## config.mk

```make
export PLATFORM = sky130hd
export DESIGN_NAME = sbus_frame_decoder
export DESIGN_NICKNAME = d
export VERILOG_FILES = /design/src/design/sbfd_pkg.sv /design/src/design/sbfd_datapath.sv /design/src/design/sbfd_ctrl.sv /design/src/design/sbus_frame_decoder.sv
export VERILOG_INCLUDE_DIRS = /design/src /design/src/design
export SDC_FILE = /design/constraint.sdc
export NUM_CORES = 1
export LEC_CHECK = 0
export BUFFER_PORTS_ARGS = -buffer_cell sky130_fd_sc_hd__buf_2
export CORE_ASPECT_RATIO = 1.75
export CORE_UTILIZATION = 55
export DETAILED_ROUTE_END_ITERATION = 8
export GPL_TIMING_DRIVEN = 1
export PLACE_DENSITY_LB_ADDON = 0.3
export SYNTH_ARGS = -nofsm -noshare
export SYNTH_HDL_FRONTEND = slang
export SYNTH_SLANG_ARGS = --single-unit
```

## constraint.sdc

```tcl
create_clock -name clk -period 7.4 [get_ports clk]
set_input_delay 1.11 -clock clk [delete_from_list [all_inputs] [get_ports clk]]
set_output_delay 1.11 -clock clk [all_outputs]
set_load 0.005 [all_outputs]
```

## src/design/assert_macros.svh

```systemverilog
// Assertion macros shared by the decoder modules.
`ifndef ASSERT_MACROS_SVH
`define ASSERT_MACROS_SVH
`ifndef SYNTHESIS
// Checked property with the reset cycles masked.
`define SBFD_ASSERT(name, clk, rst, prop, msg) \
  name: assert property (@(posedge clk) disable iff (rst) prop) else $error(msg);
// Checked property that also covers the reset cycles.
`define SBFD_ASSERT_ALWAYS(name, clk, prop, msg) \
  name: assert property (@(posedge clk) prop) else $error(msg);
`else
`define SBFD_ASSERT(name, clk, rst, prop, msg)
`define SBFD_ASSERT_ALWAYS(name, clk, prop, msg)
`endif
`endif

```

## src/design/sbfd_pkg.sv

```systemverilog
// Types, codes and constants of the serial frame decoder.
`timescale 1ns / 1ps
package sbfd_pkg;

  localparam int FRAME_LEN        = 25;
  localparam int DEF_NUM_CHANNELS = 16;
  localparam int MODE_W           = 2;
  localparam int BYTE_W           = 8;
  localparam int RAW_W            = 11;
  localparam int NORM_W           = 16;
  localparam int AGE_W            = 16;
  localparam int CFG_DATA_W       = 16;
  localparam int COUNT_W          = 5;
  localparam int CH_W             = 4;
  localparam int BUF_W            = FRAME_LEN * BYTE_W;

  localparam logic [COUNT_W-1:0] COUNT_MAX     = 5'd31;
  localparam logic [BYTE_W-1:0]  START_BYTE    = 8'h0F;
  localparam logic [RAW_W-1:0]   CENTER_RESET  = 11'd1024;
  localparam logic [AGE_W-1:0]   TIMEOUT_RESET = 16'd100;
  localparam logic [AGE_W-1:0]   AGE_MAX       = 16'hFFFF;

  // Scaling by 16384/671: numerator is mag * 2^14 plus half the divisor,
  // and the divide is a multiply by ceil(2^35 / 671) followed by a shift.
  localparam int NUM_W       = RAW_W + 14;
  localparam int RECIP_W     = 26;
  localparam int PROD_W      = NUM_W + RECIP_W;
  localparam int RECIP_SHIFT = 35;
  localparam logic [NUM_W-1:0]   ROUND_BIAS = 25'd335;
  localparam logic [RECIP_W-1:0] RECIP_MULT = 26'd51206764;

  typedef enum logic [MODE_W-1:0] {
    MODE_BYTE = 2'd0,
    MODE_IDLE = 2'd1,
    MODE_TICK = 2'd2
  } mode_t;

  typedef enum logic {
    CFG_CENTER  = 1'b0,
    CFG_TIMEOUT = 1'b1
  } cfg_idx_t;

  typedef enum logic [2:0] {
    ST_IDLE,
    ST_CH_PREP,
    ST_CH_MUL,
    ST_CH_LOAD,
    ST_STATUS
  } state_t;

  typedef struct packed {
    logic accept;
    logic ch_prep;
    logic ch_mul;
    logic ch_load;
    logic st_load;
  } dp_cmd_t;

  typedef struct packed {
    logic frame_good;
    logic tick_offline;
    logic out_free;
    logic last_channel;
  } dp_sts_t;

endpackage

```

## src/design/sbfd_datapath.sv

```systemverilog
// Datapath: frame buffer, age counter, channel unpack and scaling, result register.
`timescale 1ns / 1ps
`include "assert_macros.svh"
module sbfd_datapath
  import sbfd_pkg::*;
#(
  parameter int NUM_CHANNELS = DEF_NUM_CHANNELS
) (
  input  logic                     clk,
  input  logic                     rst,
  input  logic                     cfg_write,
  input  logic                     cfg_index,
  input  logic [CFG_DATA_W-1:0]    cfg_data,
  input  logic [MODE_W-1:0]        mode,
  input  logic [BYTE_W-1:0]        data_byte,
  input  dp_cmd_t                  cmd,
  output dp_sts_t                  sts,
  input  logic                     out_ready,
  output logic                     out_valid,
  output logic                     is_channel,
  output logic [CH_W-1:0]          channel_index,
  output logic [RAW_W-1:0]         raw_value,
  output logic signed [NORM_W-1:0] normalized,
  output logic                     online,
  output logic                     last
);

  localparam int STREAM_LO = BYTE_W;

  logic [RAW_W-1:0]   center;
  logic [AGE_W-1:0]   timeout_ms;
  logic [COUNT_W-1:0] byte_count;
  logic [AGE_W-1:0]   age_ms;
  logic [BUF_W-1:0]   frame_buf;
  logic [CH_W-1:0]    ch;
  logic [RAW_W-1:0]   raw_q;
  logic               neg_q;
  logic [NUM_W-1:0]   num_q;
  logic [PROD_W-1:0]  prod_q;

  logic               complete;
  logic signed [RAW_W:0] diff;
  logic [RAW_W-1:0]   mag;
  logic [NORM_W-1:0]  quot;
  logic [NORM_W-1:0]  norm_next;

  assign complete = (byte_count == COUNT_W'(FRAME_LEN));

  assign sts.frame_good   = (mode_t'(mode) == MODE_IDLE) && complete &&
                            (frame_buf[BYTE_W-1:0] == START_BYTE);
  // The tick crosses the limit exactly when the age sits at the limit and can still grow.
  assign sts.tick_offline = (mode_t'(mode) == MODE_TICK) && (age_ms == timeout_ms) &&
                            (age_ms != AGE_MAX);
  assign sts.out_free     = !out_valid || out_ready;
  assign sts.last_channel = (ch == CH_W'(NUM_CHANNELS - 1));

  assign diff = $signed({1'b0, frame_buf[STREAM_LO +: RAW_W]}) - $signed({1'b0, center});
  assign mag  = diff[RAW_W] ? RAW_W'(-diff) : diff[RAW_W-1:0];
  assign quot = prod_q[RECIP_SHIFT +: NORM_W];

  always_comb begin
    if (neg_q) begin
      norm_next = quot[NORM_W-1] ? {1'b1, {(NORM_W-1){1'b0}}} : (~quot + 1'b1);
    end else begin
      norm_next = quot[NORM_W-1] ? {1'b0, {(NORM_W-1){1'b1}}} : quot;
    end
  end

  always_ff @(posedge clk) begin
    if (rst) begin
      center     <= CENTER_RESET;
      timeout_ms <= TIMEOUT_RESET;
    end else if (cfg_write) begin
      case (cfg_idx_t'(cfg_index))
        CFG_CENTER:  center     <= cfg_data[RAW_W-1:0];
        CFG_TIMEOUT: timeout_ms <= cfg_data[AGE_W-1:0];
        default:     ;
      endcase
    end
  end

  always_ff @(posedge clk) begin
    if (rst) begin
      byte_count <= '0;
      age_ms     <= '0;
      ch         <= '0;
    end else if (cmd.accept) begin
      ch <= '0;
      case (mode_t'(mode))
        MODE_BYTE: begin
          if (byte_count != COUNT_MAX) byte_count <= byte_count + 1'b1;
        end
        MODE_IDLE: begin
          byte_count <= '0;
          if (complete) age_ms <= '0;
        end
        MODE_TICK: begin
          if (age_ms != AGE_MAX) age_ms <= age_ms + 1'b1;
        end
        default: ;
      endcase
    end else if (cmd.ch_load) begin
      ch <= ch + 1'b1;
    end
  end

  // Bytes shift in from the top, so after a full frame byte 0 sits at the bottom and
  // the channel stream runs LSB-first above it. Emission shifts the stream down.
  always_ff @(posedge clk) begin
    if (cmd.accept && mode_t'(mode) == MODE_BYTE && byte_count < COUNT_W'(FRAME_LEN)) begin
      frame_buf <= {data_byte, frame_buf[BUF_W-1:BYTE_W]};
    end else if (cmd.ch_load) begin
      frame_buf <= {{RAW_W{1'b0}}, frame_buf[BUF_W-1:STREAM_LO+RAW_W],
                    frame_buf[STREAM_LO-1:0]};
    end
  end

  always_ff @(posedge clk) begin
    if (cmd.ch_prep) begin
      raw_q <= frame_buf[STREAM_LO +: RAW_W];
      neg_q <= diff[RAW_W];
      num_q <= {mag, 14'b0} + ROUND_BIAS;
    end
    if (cmd.ch_mul) begin
      prod_q <= PROD_W'(num_q) * PROD_W'(RECIP_MULT);
    end
  end

  always_ff @(posedge clk) begin
    if (rst) begin
      out_valid <= 1'b0;
    end else if (cmd.ch_load || cmd.st_load) begin
      out_valid <= 1'b1;
    end else if (out_ready) begin
      out_valid <= 1'b0;
    end
  end

  always_ff @(posedge clk) begin
    if (cmd.ch_load) begin
      is_channel    <= 1'b1;
      channel_index <= ch;
      raw_value     <= raw_q;
      normalized    <= norm_next;
      online        <= 1'b1;
      last          <= sts.last_channel;
    end else if (cmd.st_load) begin
      is_channel    <= 1'b0;
      channel_index <= '0;
      raw_value     <= '0;
      normalized    <= '0;
      online        <= 1'b0;
      last          <= 1'b1;
    end
  end

  `SBFD_ASSERT(a_load_slot_free, clk, rst, (cmd.ch_load || cmd.st_load) |-> sts.out_free, "result loaded over a pending beat")
  `SBFD_ASSERT(a_ch_beat, clk, rst, cmd.ch_load |=> (out_valid && is_channel && online), "channel load did not present a channel beat")
  `SBFD_ASSERT(a_status_beat, clk, rst, cmd.st_load |=> (out_valid && !is_channel && last && !online), "status load did not present an offline beat")
  `SBFD_ASSERT(a_last_ch, clk, rst, (cmd.ch_load && sts.last_channel) |=> last, "final channel beat not marked last")

endmodule

```

## src/design/sbfd_ctrl.sv

```systemverilog
// Controller: sequences input acceptance and the per-channel prep, multiply and load steps.
`timescale 1ns / 1ps
`include "assert_macros.svh"
module sbfd_ctrl
  import sbfd_pkg::*;
(
  input  logic    clk,
  input  logic    rst,
  input  logic    in_valid,
  output logic    in_ready,
  input  dp_sts_t sts,
  output dp_cmd_t cmd
);

  state_t state;
  state_t state_next;

  always_ff @(posedge clk) begin
    if (rst) begin
      state <= ST_IDLE;
    end else begin
      state <= state_next;
    end
  end

  always_comb begin
    state_next = state;
    cmd        = '0;
    in_ready   = 1'b0;
    case (state)
      ST_IDLE: begin
        in_ready   = 1'b1;
        cmd.accept = in_valid;
        if (in_valid && sts.frame_good) begin
          state_next = ST_CH_PREP;
        end else if (in_valid && sts.tick_offline) begin
          state_next = ST_STATUS;
        end
      end
      ST_CH_PREP: begin
        cmd.ch_prep = 1'b1;
        state_next  = ST_CH_MUL;
      end
      ST_CH_MUL: begin
        cmd.ch_mul = 1'b1;
        state_next = ST_CH_LOAD;
      end
      ST_CH_LOAD: begin
        if (sts.out_free) begin
          cmd.ch_load = 1'b1;
          state_next  = sts.last_channel ? ST_IDLE : ST_CH_PREP;
        end
      end
      ST_STATUS: begin
        if (sts.out_free) begin
          cmd.st_load = 1'b1;
          state_next  = ST_IDLE;
        end
      end
      default: begin
        state_next = ST_IDLE;
      end
    endcase
  end

  `SBFD_ASSERT_ALWAYS(a_reset_idle, clk, rst |=> (state == ST_IDLE), "controller not idle after reset")
  `SBFD_ASSERT(a_burst_ends, clk, rst, (cmd.ch_load && sts.last_channel) |=> in_ready, "input not reopened after final channel")
  `SBFD_ASSERT(a_status_ends, clk, rst, cmd.st_load |=> in_ready, "input not reopened after status beat")

endmodule

```

## src/design/sbus_frame_decoder.sv

```systemverilog
// Top level of the 16-channel serial receiver frame decoder.
//
//   channel  | direction | handshake            | payload
//   ---------+-----------+----------------------+-------------------------------------------
//   in       | sink      | in_valid / in_ready  | mode, data_byte
//   out      | source    | out_valid / out_ready| is_channel, channel_index, raw_value,
//            |           |                      | normalized, online, last
//   cfg      | sink      | cfg_write            | cfg_index, cfg_data
//
// A byte, a short idle event or a tick without offline crossing is handled on accept.
// A good frame end leads into the prep, multiply and load steps for each channel in
// turn, through the single reciprocal multiplier; a load waits out any out stall. An
// offline tick leads into a status load, which also waits out any stall. The result
// register lets a new beat be accepted while the last result still waits on out_ready.
// Reset is synchronous; it restores the register defaults and clears counters.
`timescale 1ns / 1ps
module sbus_frame_decoder
  import sbfd_pkg::*;
#(
  parameter int NUM_CHANNELS = DEF_NUM_CHANNELS
) (
  input  logic                     clk,
  input  logic                     rst,
  input  logic                     cfg_write,
  input  logic                     cfg_index,
  input  logic [CFG_DATA_W-1:0]    cfg_data,
  input  logic                     in_valid,
  output logic                     in_ready,
  input  logic [MODE_W-1:0]        mode,
  input  logic [BYTE_W-1:0]        data_byte,
  output logic                     out_valid,
  input  logic                     out_ready,
  output logic                     is_channel,
  output logic [CH_W-1:0]          channel_index,
  output logic [RAW_W-1:0]         raw_value,
  output logic signed [NORM_W-1:0] normalized,
  output logic                     online,
  output logic                     last
);

  dp_cmd_t cmd;
  dp_sts_t sts;

  sbfd_ctrl u_ctrl (
    .clk      (clk),
    .rst      (rst),
    .in_valid (in_valid),
    .in_ready (in_ready),
    .sts      (sts),
    .cmd      (cmd)
  );

  sbfd_datapath #(
    .NUM_CHANNELS (NUM_CHANNELS)
  ) u_datapath (
    .clk           (clk),
    .rst           (rst),
    .cfg_write     (cfg_write),
    .cfg_index     (cfg_index),
    .cfg_data      (cfg_data),
    .mode          (mode),
    .data_byte     (data_byte),
    .cmd           (cmd),
    .sts           (sts),
    .out_ready     (out_ready),
    .out_valid     (out_valid),
    .is_channel    (is_channel),
    .channel_index (channel_index),
    .raw_value     (raw_value),
    .normalized    (normalized),
    .online        (online),
    .last          (last)
  );

endmodule

```

Word level (Yosys, flattened, before mapping)
Index checks and enable logic that the tools add are counted.
Operators by class
  div/mod/pow operators: 0
  multiply operators: 1
  add/sub/neg operators: 7
  shift operators: 0
  reductions and logical operators: 24
  mux-type cells: 34
  $lt $le $gt $ge: 1
  bitwise operators: 2
  equal/unequal tests: 18
Operators with widths (number)
  $mux 200: 2
  $mux 16: 6
  $mul 25x24->49 const B: 1
  $mux 11: 3
  $add 16x1->16 const B: 2
  $pmux 16 s2: 1
  $add 25x9->25 const B: 1
  $eq 16x16->1: 1
  $ne 16x16->1 const B: 1
  $not 16->16: 1
  $mux 15: 1
  $pmux 3 s5: 1
  $mux 1: 12
  $mux 3: 4
  $sub 11x11->12: 1
  $neg 11->11: 1
  $pmux 5 s2: 1
  $reduce_bool 2->1: 5
  $eq 8x4->1 const B: 1
  $logic_and 1x1->1: 8
  $mux 4: 2
  $eq 3x2->1 const B: 2
  $ne 2x2->1 const B: 3
  $reduce_and 3->1: 2
  21 further kinds: 24
Storage, ports and cells
  output and inout port bits: 36
  logic and storage cells: 105
  memories: 0
  memory bits (writable): 0
  bits in latches: 0
  input port bits: 32
  register bits after elaboration: 375
  memory bits (read-only): 0

Logic depth before layout (Yosys ltp)
  word-level depth: 7
  mapped depth: 21
  mapped depth without buffers: 21

Cells and area by module
A second synthesis with hierarchy kept.
Unflattened totals
  cells, all modules: 2048
  area, all modules: 20174.3 µm²
By module, submodules not included
  sbfd_datapath: cells each 2019, times used 1, sequential area each 9218.8 µm², area an instance 19947.9 µm²
  sbfd_ctrl: cells each 29, times used 1, sequential area each 60.1 µm², area an instance 226.5 µm²

Worst setup path before layout
Ideal clock, no wire load.
  path kind: input-to-reg
  start point: input in_valid
  end point: register u_datapath.frame_buf[100], enable pin
  setup slack: 51 ps
  buffers on the path: 2
  stages: 6
  library setup time: 587 ps
  data arrival time: 6763 ps
  data required time: 6813 ps
  path through: and2_1 -> nand2b_1 -> nor3_2 -> buf_2 -> clkbuf_1 -> nand2b_1
Between the ends
  word-level cells in the longest chain between the ends: 4
Ends and longest elaborated chain
  from (decl): RTL line sbus_frame_decoder.sv:27  | input logic in_valid,
  $mux 1: RTL line sbfd_ctrl.sv:30  | case (state)
  $logic_and 1x1->1 (2 in series): RTL line sbfd_datapath.sv:110  | if (cmd.accept && mode_t'(mode) == MODE_BYTE && byte_count < COUNT_W'(FRAME_LEN)) begin
  $reduce_bool 2->1 (no line)
  to (signal assigned): RTL line sbfd_datapath.sv:111  | frame_buf <= {data_byte, frame_buf[BUF_W-1:BYTE_W]};
  to (signal assigned): RTL line sbfd_datapath.sv:113  | frame_buf <= {{RAW_W{1'b0}}, frame_buf[BUF_W-1:STREAM_LO+RAW_W],
  to (decl): RTL line sbfd_datapath.sv:34  | logic [BUF_W-1:0] frame_buf;
Every way passes these cells.
A chain may end at the register's enable or synchronous reset.

Final worst setup path
  start point: register u_datapath.num_q[24]
  end point: register u_datapath.prod_q[50], data pin
Between the ends
  word-level cells in the longest chain between the ends: 1
Ends and longest elaborated chain
  from (decl): RTL line sbfd_datapath.sv:38  | logic [NUM_W-1:0] num_q;
  from (signal assigned): RTL line sbfd_datapath.sv:122  | num_q <= {mag, 14'b0} + ROUND_BIAS;
  $mul 25x24->49: RTL line sbfd_datapath.sv:125  | prod_q <= PROD_W'(num_q) * PROD_W'(RECIP_MULT);
  to (signal assigned): RTL line sbfd_datapath.sv:125
  to (decl): RTL line sbfd_datapath.sv:39  | logic [PROD_W-1:0] prod_q;
Every way passes these cells.

==> metrics.md <==
| Metric | Value |
|---|---|
| Status | completed |
| Clock sinks | 328 |
| 1st-pass router iterations | 5 |
| Area grow syn2layout | 8.532% |
| CTS tree | built |
| Clk_lat worst skew | 0.57 ns |
| Die ar. | 37410 sq um |
| Hold wc startpoint | u_datapath.frame_buf[8]$_DFFE_PP_ |
| Delay-heaviest family, CP | adder cells |
| Maximum VDD drop | 0.0001707 V |
| H-tree depth | 1 |
| Worst setup path category | reg -> reg |
| Share of the synthesized area in the top cell type | 0.4042 |
| Cts repair resizes | 0 |
| Post-CTS Hold Buffers | 0 |
| Main area contributors after synthesis | edfxtp_1, ha_1, mux2_2, fa_1, dfxtp_1 |
| Via count | 12.15k |
| Count of final hold-check violations | 0 |
| EDFF count, synth | 271 |
| Core ar. | 36030 sq um |
| Starting Density | 0.5588 |
| HP Class | reg -> reg |
| RD Place Congestion | 0.9227 |
| Reg2reg start | u_datapath.num_q[24]$_DFFE_PP_ |
| Routed len/inst | 19.00 um |
| Residual DRC count | 0 |
| Final wirelength | 41700 um |
| DIE WIDTH | 146.6 um |
| Number of setup buffers added after CTS | 0 |
| CP Data Required Time | 7.71 ns |
| Period utilization | 0.8297 |
| Post-synth top area cell | edfxtp_1 |
| Fmax | 0.1629 GHz |
| Critical path launch point | u_datapath.num_q[24]$_DFFE_PP_ |
| Final Max Slew Viols | 0 |
| Post-Synthesis Cells | 1647 |
| Multi-input logic area | 9857 sq um |
| Final Util | 0.6065 |
| Initial DRC count | 608 |
| # diodes | 0 |
| Vias in the first global route | 12.83k |
| Rows | 92 |
| TritonCTS Buffers | 30 |
| Shortest period the worst path allows | 6.140 ns |
| Worst endpoint data arrival time | 6.45 ns |
| Layout cell share with drive strength beyond 1 | 0.1814 |
| Crit end category | flop |
| RSZ-0062 raised after global routing | false |
| Post-DRT Antenna Nets | 0 |
| Io pins | 68 |
| Kind of start point of the critical path | flop |
| Final Skew | 0.01829 ns |
| Synthesis warning total | 0 |
| Setup TNS | 0 ns |
| Total GRT Usage | 0.2278 |
| Ys flop type | edfxtp_1 |
| Unique masters post-synth | 68 |
| First-pass GRT wire length | 65700 um |
| Number of setup violations in the final report | 0 |
| CP Max Fanout | 6 |
| Max Cap Viol | 0 |
| Grt total ovfl | 0 |
| Clock root buffer | clkbuf_16 |
| Die extent in y | 255.1 um |
| Storage cell area | 9279 sq um |
| Flops & latches, synth | 328 |
| Fillers | 2886 |
| Least-Margin Pin Slew | 1.105 ns |
| Nets | 2013 |
| IO Port Bufs | 67 |
| Crit-path cells | ha_1 > inv_1 > ha_1 > inv_1 > fa_1 > inv_1 > fa_1 > fa_1 > fa_1 > inv_1 > fa_1 > inv_1 > ha_1 > nand3_1 > or3_1 > nor4_1 > a211oi_1 > nor2_1 > and4b_1 > nor3_1 |
| Drt via density | 5.537 |
| Initial antenna violation count | 0 |
| Largest net degree at the start of global routing | 208 |
| Peak per-stage delay on the critical path | 0.54 ns |
| Clock-pin slew of the registers on the worst-case setup and hold paths | 0.06 ns |
| DP Wirelength | 32410 um |
| Buffers and inverters on the worst path | 5 |
| Avg Cell Area, Syn | 12.22 sq um |
| Synthesized area | 20130 sq um |
| Dpl cells | 2139 |
| Layout Cells excl Fill | 2195 |
| Slowest CP cell | fa_1 |
| Synthesized Nets | 1959 |
| Leakage | 8.745 nW |
| Power per standard cell area | 175.1 nW/um^2 |
| Sequential share of the synthesized area | 0.4609 |
| Clk buf depth | 3 |
| Asr flop ratio synth | 0 |
| Relative slew margins | 0.2634 |
==> placed cells by master, fill, tap and decap left out, types with 4 or more instances in the layout <==
cell type / synthesis / layout
edfxtp_1: 271 / 271
inv_1: 197 / 197
ha_1: 195 / 195
mux2_2: 174 / 174
nand2_1: 94 / 94
fa_1: 85 / 85
nor2_1: 82 / 81
a21oi_1: 69 / 69
buf_2: 5 / 67
xnor2_1: 58 / 58
dfxtp_1: 57 / 57
and2_1: 39 / 39
clkbuf_16: 0 / 31
o21ai_0: 28 / 28
nand3_1: 24 / 24
xor2_1: 23 / 23
a21o_1: 19 / 19
nand4_1: 16 / 16
nor3_1: 15 / 15
nand2b_1: 12 / 11
or3_1: 8 / 8
a211oi_1: 8 / 8
and3_1: 8 / 8
nor3b_1: 9 / 8
nor2b_1: 8 / 7
mux2_1: 7 / 7
o31ai_1: 6 / 6
a31oi_1: 6 / 6
o22a_1: 6 / 6
clkinv_2: 0 / 6
o21a_1: 5 / 5
o211ai_1: 5 / 5
nor4_1: 5 / 5
clkinv_1: 0 / 5
o21bai_1: 4 / 4
mux2i_1: 4 / 4
and4_1: 4 / 4
nand3b_1: 4 / 4
==> where the power goes <==
group          switching (mW)  internal (mW)
clock                   0.693          0.874
sequential             0.0233           2.04
combinational           0.104         0.0909
total                   0.820           3.01
==> cell usage after synthesis, types with 6 or more instances <==
master    instances
a211oi_1          8
a21o_1           19
a21oi_1          69
a31oi_1           6
and2_1           39
and3_1            8
buf_4            11
buf_6             7
clkbuf_1         25
dfxtp_1          57
edfxtp_1        271
fa_1             85
ha_1            195
inv_1           197
mux2_1            7
mux2_2          174
nand2_1          94
nand2b_1         12
nand3_1          24
nand4_1          16
nor2_1           82
nor2b_1           8
nor3_1           15
nor3b_1           9
o21ai_0          28
o22a_1            6
o31ai_1           6
or3_1             8
xnor2_1          58
xor2_1           23
==> layer usage <==
layer	vias up	GRT usage	share of wire
met1	5955	0.2260	0.35
li1	5901	-	-
met5	-	0	0
met2	201	0.4483	0.56
met4	0	0.1381	0.060
met3	97	0.02478	0.027
==> metrics by stage <==
step                cell area (sq um)  setup WS (ns)  total power [mW]  hold WS (ns)
global route                    21850         0.9480             3.947        0.4703
finish                          21850          1.260             3.825        0.4504
detailed placement              20860          1.271             2.300        0.4365
CTS                             21850          1.252             3.864        0.4519
floorplan                       20130        0.05062             2.258        0.4264
global placement                20860          1.365             2.294        0.4336
==> final timing paths <==
check	to	slack [ns]	cells past startpoint
max	u_datapath.prod_q[50]$_DFFE_PN_	1.26	20
min	u_datapath.raw_q[0]$_DFFE_PP_	0.45	0
max reg2reg	u_datapath.prod_q[50]$_DFFE_PN_	1.26	20
min reg2reg	u_datapath.raw_q[0]$_DFFE_PP_	0.45	0
==> layout make-up <==
class	count	area share
Clock buffer	34	0.03601
Sequential cell	328	0.4246
Tap cell	470	0.02691
Timing Repair Buffer	72	0.01821
Inverter	197	0.03384
Multi-Input combinational cell	1072	0.4511
Clock inverter	22	0.009333
==> worst register-to-register path, cell delays in order, from the launching register on <==
cell      delay [ns]
edfxtp_1        0.51
ha_1            0.43
inv_1           0.08
ha_1            0.35
inv_1           0.08
fa_1            0.42
inv_1           0.08
fa_1            0.43
fa_1            0.47
fa_1            0.54
inv_1           0.05
fa_1            0.53
inv_1           0.04
ha_1            0.32
nand3_1         0.14
or3_1           0.35
nor4_1          0.35
a211oi_1        0.21
nor2_1          0.26
and4b_1         0.23
nor3_1          0.05
==> registers in the layout (all words and copies together), names as in the netlist <==
register	cells
u_datapath.num_q	11
u_ctrl.state	3
u_datapath.raw_value	11
u_datapath.channel_index	4
u_datapath.frame_buf	200
u_datapath.last	1
u_datapath.center	11
u_datapath.raw_q	11
u_datapath.normalized	16
u_datapath.age_ms	16
u_datapath.timeout_ms	16
u_datapath.neg_q	1
u_datapath.ch	4
u_datapath.is_channel	1
u_datapath.prod_q	16
u_datapath.byte_count	5
u_datapath.out_valid	1
==> logic make-up (layout without fill, tap and decap cells) <==
logic type      after synthesis  after routing  share of synthesized area
compound gates              184            184                    0.05891
xor+xnor                     81             81                    0.03523
fa+ha+maj                   280            280                     0.2057
buf+inv                     247            325                    0.05102
flops                       328            328                     0.4608
mux                         185            185                     0.1032
simple gates                342            342                    0.08507
No activity file was read; power rests on OpenSTA's default activity.
